--- src/hdl/bts_pkg.sv ---
// Shared types and constants for the bilinear texture sampler.
// Used by bts_coord, bts_blend and the top level; depends on nothing.
package bts_pkg;

  localparam int MAX_WIDTH    = 64;
  localparam int MAX_HEIGHT   = 64;
  localparam int CHANNEL_BITS = 16;
  localparam int NUM_CH       = 4;

  localparam int COL_W     = $clog2(MAX_WIDTH);
  localparam int ROW_W     = $clog2(MAX_HEIGHT);
  localparam int TEXEL_W   = NUM_CH * CHANNEL_BITS;
  localparam int BANK_AW   = (COL_W - 1) + (ROW_W - 1);
  localparam int BANK_DEPTH = (MAX_WIDTH / 2) * (MAX_HEIGHT / 2);

  localparam int SIZE_W   = 7;
  localparam int CCOUNT_W = 3;
  localparam int COORD_W  = 20;
  localparam int FRAC_BITS = 16;
  localparam int FRAC_W   = 8;
  localparam int WEIGHT_W = 2 * FRAC_W + 1;
  localparam int PROD_W   = CHANNEL_BITS + WEIGHT_W;
  localparam int SUM_W    = PROD_W + 2;
  localparam int UV_W     = COORD_W + SIZE_W + 1;
  localparam int IDX_W    = UV_W - FRAC_BITS;

  localparam int IN_TDATA_W  = 120;
  localparam int OUT_TDATA_W = TEXEL_W;
  localparam int PADDR_W     = 4;
  localparam int PDATA_W     = 32;

  localparam logic [SIZE_W-1:0]   MAX_WIDTH_C  = SIZE_W'(MAX_WIDTH);
  localparam logic [SIZE_W-1:0]   MAX_HEIGHT_C = SIZE_W'(MAX_HEIGHT);
  localparam logic [CCOUNT_W-1:0] CCOUNT_RST   = CCOUNT_W'(NUM_CH);

  typedef enum logic [1:0] {
    REG_TEX_WIDTH     = 2'd0,
    REG_TEX_HEIGHT    = 2'd1,
    REG_CHANNEL_COUNT = 2'd2
  } reg_idx_t;

  typedef enum logic {
    ACT_WRITE  = 1'b0,
    ACT_SAMPLE = 1'b1
  } action_t;

  typedef struct packed {
    action_t                    action;
    logic [COL_W-1:0]           texel_col;
    logic [ROW_W-1:0]           texel_row;
    logic [TEXEL_W-1:0]         texel;     // red in the low channel
    logic signed [COORD_W-1:0]  coord_u;
    logic signed [COORD_W-1:0]  coord_v;
  } item_t;

  // texture bank access for one pipeline slot
  typedef struct packed {
    logic                         we;
    logic [1:0]                   wbank;
    logic [BANK_AW-1:0]           waddr;
    logic [TEXEL_W-1:0]           wdata;
    logic                         re;
    logic [3:0][BANK_AW-1:0]      raddr;
  } mem_req_t;

  // per-sample side info that travels with the bank reads
  typedef struct packed {
    logic                         valid;
    logic [3:0][1:0]              sel;
    logic [3:0][WEIGHT_W-1:0]     weight;
  } tap_t;

  // zero reads as one, oversize saturates
  function automatic logic [SIZE_W-1:0] eff_size(input logic [SIZE_W-1:0] r,
                                                 input logic [SIZE_W-1:0] maxv);
    logic [SIZE_W-1:0] s;
    if (r == '0) begin
      s = SIZE_W'(1);
    end else if (r > maxv) begin
      s = maxv;
    end else begin
      s = r;
    end
    return s;
  endfunction

endpackage

--- src/hdl/bts_coord.sv ---
// Coordinate stages: scales coordinates, then floors, clamps, builds bank
// addresses, bilinear weights and texel write requests. Depends on bts_pkg.
module bts_coord (
  input  logic                          clk,
  input  logic                          rst,
  input  logic                          advance,
  input  logic                          in_valid,
  input  bts_pkg::item_t                in_item,
  input  logic [bts_pkg::SIZE_W-1:0]    tex_width,
  input  logic [bts_pkg::SIZE_W-1:0]    tex_height,
  output bts_pkg::mem_req_t             mem_req,
  output bts_pkg::tap_t                 tap
);
  import bts_pkg::*;

  function automatic logic [IDX_W:0] clamp_idx(input logic signed [IDX_W:0] i,
                                               input logic [SIZE_W-1:0] size);
    logic signed [IDX_W:0] lim;
    logic [IDX_W:0]        r;
    lim = $signed({{(IDX_W + 1 - SIZE_W){1'b0}}, size});
    if (i < 0) begin
      r = '0;
    end else if (i >= lim) begin
      r = (IDX_W + 1)'(size - SIZE_W'(1));
    end else begin
      r = i;
    end
    return r;
  endfunction

  logic [SIZE_W-1:0] w_eff, h_eff;
  logic signed [UV_W-1:0] u_prod, v_prod;

  logic                   s1_valid;
  action_t                s1_action;
  logic [COL_W-1:0]       s1_col;
  logic [ROW_W-1:0]       s1_row;
  logic [TEXEL_W-1:0]     s1_texel;
  logic signed [UV_W-1:0] s1_u, s1_v;

  assign w_eff = eff_size(tex_width, MAX_WIDTH_C);
  assign h_eff = eff_size(tex_height, MAX_HEIGHT_C);

  assign u_prod = $signed(in_item.coord_u) * $signed({1'b0, w_eff});
  assign v_prod = $signed(in_item.coord_v) * $signed({1'b0, h_eff});

  // stage 1: u = coord*size - 0.5 in Q.16
  always_ff @(posedge clk) begin
    if (rst) begin
      s1_valid <= 1'b0;
    end else if (advance) begin
      s1_valid  <= in_valid;
      s1_action <= in_item.action;
      s1_col    <= in_item.texel_col;
      s1_row    <= in_item.texel_row;
      s1_texel  <= in_item.texel;
      s1_u      <= u_prod - UV_W'(32768);
      s1_v      <= v_prod - UV_W'(32768);
    end
  end

  // stage 2 logic: floor, clamp, bank addressing, weights
  logic signed [IDX_W:0]  iu, iv, iu1, iv1;
  logic [IDX_W:0]         cu0, cu1, cv0, cv1;
  logic [COL_W-1:0]       i0, i1;
  logic [ROW_W-1:0]       j0, j1;
  logic [FRAC_W-1:0]      fu, fv;
  logic [FRAC_W:0]        wu0, wv0, wu1, wv1;

  assign iu  = {s1_u[UV_W-1], s1_u[UV_W-1:FRAC_BITS]};
  assign iv  = {s1_v[UV_W-1], s1_v[UV_W-1:FRAC_BITS]};
  assign iu1 = iu + (IDX_W + 1)'(1);
  assign iv1 = iv + (IDX_W + 1)'(1);

  assign cu0 = clamp_idx(iu, w_eff);
  assign cu1 = clamp_idx(iu1, w_eff);
  assign cv0 = clamp_idx(iv, h_eff);
  assign cv1 = clamp_idx(iv1, h_eff);
  assign i0  = cu0[COL_W-1:0];
  assign i1  = cu1[COL_W-1:0];
  assign j0  = cv0[ROW_W-1:0];
  assign j1  = cv1[ROW_W-1:0];

  assign fu  = s1_u[FRAC_BITS-1 -: FRAC_W];
  assign fv  = s1_v[FRAC_BITS-1 -: FRAC_W];
  assign wu1 = {1'b0, fu};
  assign wv1 = {1'b0, fv};
  assign wu0 = (FRAC_W + 1)'(1 << FRAC_W) - wu1;
  assign wv0 = (FRAC_W + 1)'(1 << FRAC_W) - wv1;

  // Texels are banked by (row parity, column parity). Unclamped neighbors
  // differ in parity; at an edge both neighbors are the same texel.
  always_comb begin
    logic [COL_W-1:0] csel;
    logic [ROW_W-1:0] rsel;
    mem_req.we    = s1_valid && (s1_action == ACT_WRITE);
    mem_req.wbank = {s1_row[0], s1_col[0]};
    mem_req.waddr = {s1_row[ROW_W-1:1], s1_col[COL_W-1:1]};
    mem_req.wdata = s1_texel;
    mem_req.re    = s1_valid && (s1_action == ACT_SAMPLE);
    for (int b = 0; b < 4; b++) begin
      csel = (i0[0] == b[0]) ? i0 : i1;
      rsel = (j0[0] == b[1]) ? j0 : j1;
      mem_req.raddr[b] = {rsel[ROW_W-1:1], csel[COL_W-1:1]};
    end
  end

  // operands widened first: 256*256 needs all WEIGHT_W bits
  always_comb begin
    tap.valid     = s1_valid && (s1_action == ACT_SAMPLE);
    tap.sel[0]    = {j0[0], i0[0]};
    tap.sel[1]    = {j0[0], i1[0]};
    tap.sel[2]    = {j1[0], i0[0]};
    tap.sel[3]    = {j1[0], i1[0]};
    tap.weight[0] = WEIGHT_W'(wu0) * WEIGHT_W'(wv0);
    tap.weight[1] = WEIGHT_W'(wu1) * WEIGHT_W'(wv0);
    tap.weight[2] = WEIGHT_W'(wu0) * WEIGHT_W'(wv1);
    tap.weight[3] = WEIGHT_W'(wu1) * WEIGHT_W'(wv1);
  end

endmodule

--- config.mk ---
export PLATFORM = sky130hd
export DESIGN_NAME = bts_coord
export DESIGN_NICKNAME = d
export VERILOG_FILES = /design/src/hdl/bts_pkg.sv /design/src/hdl/bts_coord.sv
export SDC_FILE = /design/constraint.sdc
export NUM_CORES = 1
export LEC_CHECK = 0
export BUFFER_PORTS_ARGS = -buffer_cell sky130_fd_sc_hd__buf_2
export CORE_AREA = 2 2 257 183
export CTS_CLUSTER_DIAMETER = 30
export DETAILED_ROUTE_END_ITERATION = 10
export DIE_AREA = 0 0 259 185
export MAX_ROUTING_LAYER = met4
export PLACE_DENSITY = 0.87
export SYNTH_ARGS = -nofsm -noshare
export SYNTH_HDL_FRONTEND = slang
export SYNTH_SLANG_ARGS = --single-unit
--- constraint.sdc ---
create_clock -name clk -period 7.5 [get_ports clk]
set_input_delay 0 -clock clk [delete_from_list [all_inputs] [get_ports clk]]
set_output_delay 0 -clock clk [all_outputs]
set_load 0.02 [all_outputs]
After elaboration in Yosys (flattened, before gate mapping)
Cells that the tools add are included.
- reduce and logical (&&, ||, !) cells: 5
- add/subtract/negate cells: 8
- multiply operators: 6
- bitwise operators: 2
- multiplexer cells: 16
- $lt $le $gt $ge: 10
- operators with widths (cell ; count):
    $mux 6 ; 12
    $mul 20x8->28 ; 2
    $sub 28x17->28 const B ; 2
    $mux 7 ; 4
    $add 12x2->13 const B ; 2
    $ge 13x8->1 ; 2
    $lt 13x1->1 const B ; 2
    $ge 12x8->1 ; 2
    $lt 12x1->1 const B ; 2
    $sub 9x8->9 const A ; 2
    $mul 8x9->17 ; 1
    $mul 9x8->17 ; 1
    $mul 9x9->17 ; 1
    $mul 8x8->16 ; 1
    $gt 7x7->1 const B ; 2
    $logic_not 7->1 ; 2
    $sub 6x1->6 const B ; 2
    $logic_and 1x1->1 ; 2
    $not 1->1 ; 2
    $reduce_and 2->1 ; 1
- bits of input ports: 135
- register bits: 134
- logic and storage cells: 54
- output and inout bits: 195

Logic depth before layout (Yosys ltp)
- depth in word-level cells: 7
- depth in mapped cells: 23

Worst setup path after synthesis
No wires, ideal clock.
- path type: in2reg
- from: in rst
- to: reg s1_action, enable pin
- cell stages on the path: 1
- path slack: 1.693 ns
- data required time: 6.890 ns
- arrival: 5.196 ns
- buffers on the path: 0
- cell sequence: nor2b_1
- longest elaborated chain between the ends: 2
- ends and longest elaborated chain (item ; line ; RTL):
    start, declared ; bts_coord.sv:5 ; input logic rst,
    $not 1->1 (no line) ; -- ;
    $reduce_and 2->1 (no line) ; -- ;
    end signal, assigned ; bts_coord.sv:53 ; s1_action <= in_item.action;
    end, declared ; bts_coord.sv:35 ; action_t s1_action;
No other way between the ends.
A chain may end at the register's enable or synchronous reset.

==> results_dict.tcl <==
set metrics [dict create \
    status "finished clean" \
    synth_cell_types 71 \
    seq_area_mm2 0.00353 \
    clockBufferDepth 2 \
    synth-simple-area-share_pct 16.4 \
    drt_iter0_drc 1584 \
    use_met2_pct 42.4 \
    ys_warn_count 0 \
    synth_top_family_by_area "adder cells" \
    place_congestion 0.943 \
    synth_area_leaders "fa_1 (32%), ha_1 (15%), edfxtp_1 (14%)" \
    yosysMostFrequentCell "inv_1" \
    end_kind "output port" \
    rows 66 \
    drive_gt1_share_pct 13.9 \
    route.detailed.drc 0 \
    met3_usage_pct 5.46 \
    grt_max_degree 64 \
    arrival_ps 6720 \
    synthTopCellsByCount "inv_1 (618), fa_1 (393), ha_1 (292)" \
    grt_pass1_vias 19800 \
    final_util_pct 62.0 \
    hold_viol 0 \
    ys.flop_type "edfxtp_1" \
    synthToLayoutAreaGrowth_pct 14.5 \
    synthArstFlopShare_pct 0 \
    avgSynthCellArea_um2 9.23 \
    fmax_ghz 0.149 \
    cts.clk_slew.worst_paths_ps 70 \
    synth_xor_area_share_pct 4.22 \
    die_area_mm2 0.0479 \
    syn_nets 3498 \
    initial_core_util_pct 54.1 \
    cts_root_buffer "clkbuf_16" \
    grt_usage_pct 27.3 \
    final_antenna_net_count 0 \
    routedWlPerCell_um 17.0 \
    h-tree-depth 4 \
    fill_cells 3683 \
    maxCapViolCount 0 \
    slew_headroom_pct 7.38 \
    rsz0062_at_grt "false" \
    critPathLaunchType "register" \
    viasPerCell 5.26 \
    setup_viol 0 \
    final_nets 3848 \
    io_pins 330 \
    syn_inst 2678 \
    hold_ws_ps 266 \
    fp.dieH_um 185 \
    synth_area_leader_cell "fa_1" \
    overflow 0 \
    post-dp-hpwl_um 48900 \
    grt_pass1_wl_um 101000 \
    synth_mux_area_share_pct 1.75 \
    layout_min_cycle_time_ps 6720 \
    synth_compound_area_share_pct 5.15 \
    worstMarginPinSlew_ps 1350 \
    met1_usage_pct 36.6 \
    cts_tree "built" \
    vias 19300 \
    antenna_found_initial 7 \
    dieWidth_um 259 \
    period_share_pct 89.6 \
    required_ps 7500 \
    finalWorstSetupSlack_ps 782 \
    worstPathMaxFanout 15 \
    drv_slew 0 \
    synth_fa_ha_area_share_pct 46.6 \
    finalSetupTns_ps 0 \
    clk_latency_ps 420 \
    dr.pass1.iters 6 \
    multi_input_area_mm2 0.0183 \
    synth_seq_cells 118 \
    synth_edf_count 117 \
    path_cells "inv_1, nand3_1, nor2_1, xnor2_1, buf_4, nand2_1, fa_1, fa_1, inv_1, fa_1, inv_1, fa_1, inv_1, ha_1, a21boi_0, o21ai_0, a21oi_1, a41o_1, o41ai_1, xnor2_1, buf_2" \
    crit_slowest_cell "edfxtp_1" \
    cts_buffers 17 \
    synth_top_area_share_pct 31.8 \
    place_ws_ps 1290 \
    critPathKind "register to output port" \
    clock_skew_ps 0 \
    slowest_delay_ps 730 \
    wl_um 62200 \
    core_mm2 0.0457 \
    hp-class "primary input to register" \
    yosysSeqAreaShare_pct 14.3 \
    busiest_layer "met2" \
    synth_area_mm2 0.0247 \
    cts.sinks 118 \
    postCtsResizedCells 0 \
    io_buffers 328 \
]
logic make-up after synthesis:
group	after synthesis
xor gates and xnor gates	119
adders and majority gates	685
DFF	118
buffers and inverters	727
muxes	42
and+or+nand+nor	801
other	1
AOI/OAI and AO/OA	185
through the flow:
| stage | std cells | instance area (µm²) |
|---|---|---|
| 6_report | 3662 | 28300 |
| 5_1_grt | 3660 | 28300 |
| 4_1_cts | 3653 | 28300 |
| 3_5_place_dp | 3542 | 26900 |
| 3_3_place_gp | 3542 | 26900 |
| 2_1_floorplan | 2678 | 24700 |
routing by layer:
metal / vias up / routed length, µm
met3: 143 / 4760
met1: 9462 / 26500
met2: 751 / 29200
li1: 8895 / -
met4: 0 / 1690
met5: - / 0
what timing repair did:
action | 4_1_cts | 5_1_grt
hold buffers | 79 | 0
buffers inserted | 0 | 0
endpoints found under the hold margin | 78 | 0
state kept, by name (all words and copies together), names as in the netlist:
name,flops
s1_row,6
s1_valid,1
s1_col,6
s1_action,1
s1_v,20
s1_u,20
s1_texel,64
worst max-delay path, delay by kind of cell, from the launching register on:
family                     cells  cell delay [ps]
adders and majority gates      5             2360
AOI/OAI and AO/OA              5             1200
buffers and inverters          6              860
xor gates and xnor gates       2              810
DFF                            1              730
and+or+nand+nor                3              320
worst paths after layout:
kind / startpoint / endpoint / slack, ps / cells after the start
min reg2reg: s1_valid / s1_valid / 1110 / 3
max: s1_v[9] / tap[32] / 780 / 21
min: in_item[80] / s1_texel[40] / 270 / 2
max reg2reg: s1_valid / s1_valid / 6320 / 3
placed cells by master, fill, tap and decap left out, drive strengths merged, types with 35 or more instances in the layout:
master,netlist,final
fa,393,393
ha,292,292
inv,618,627
nand2,290,290
a21oi,51,51
xnor2,91,91
and2,291,291
dlygate4sd3,0,79
o21ai,35,35
edfxtp,117,117
nor2,80,80
buf,33,361
final cells by class:
class                   instances  share of cell area (%)
well taps                     612                    2.71
diodes                          9                  0.0796
repair buffers                440                    9.47
clock buffers                  17                    1.50
clock inverters                15                   0.738
multi-input cells            1833                    64.8
flip-flops and latches        118                    12.5
inverters                     618                    8.20
Power is not shown: default switching activity piles up to over one toggle a cycle in this logic, so the estimate is an artifact.
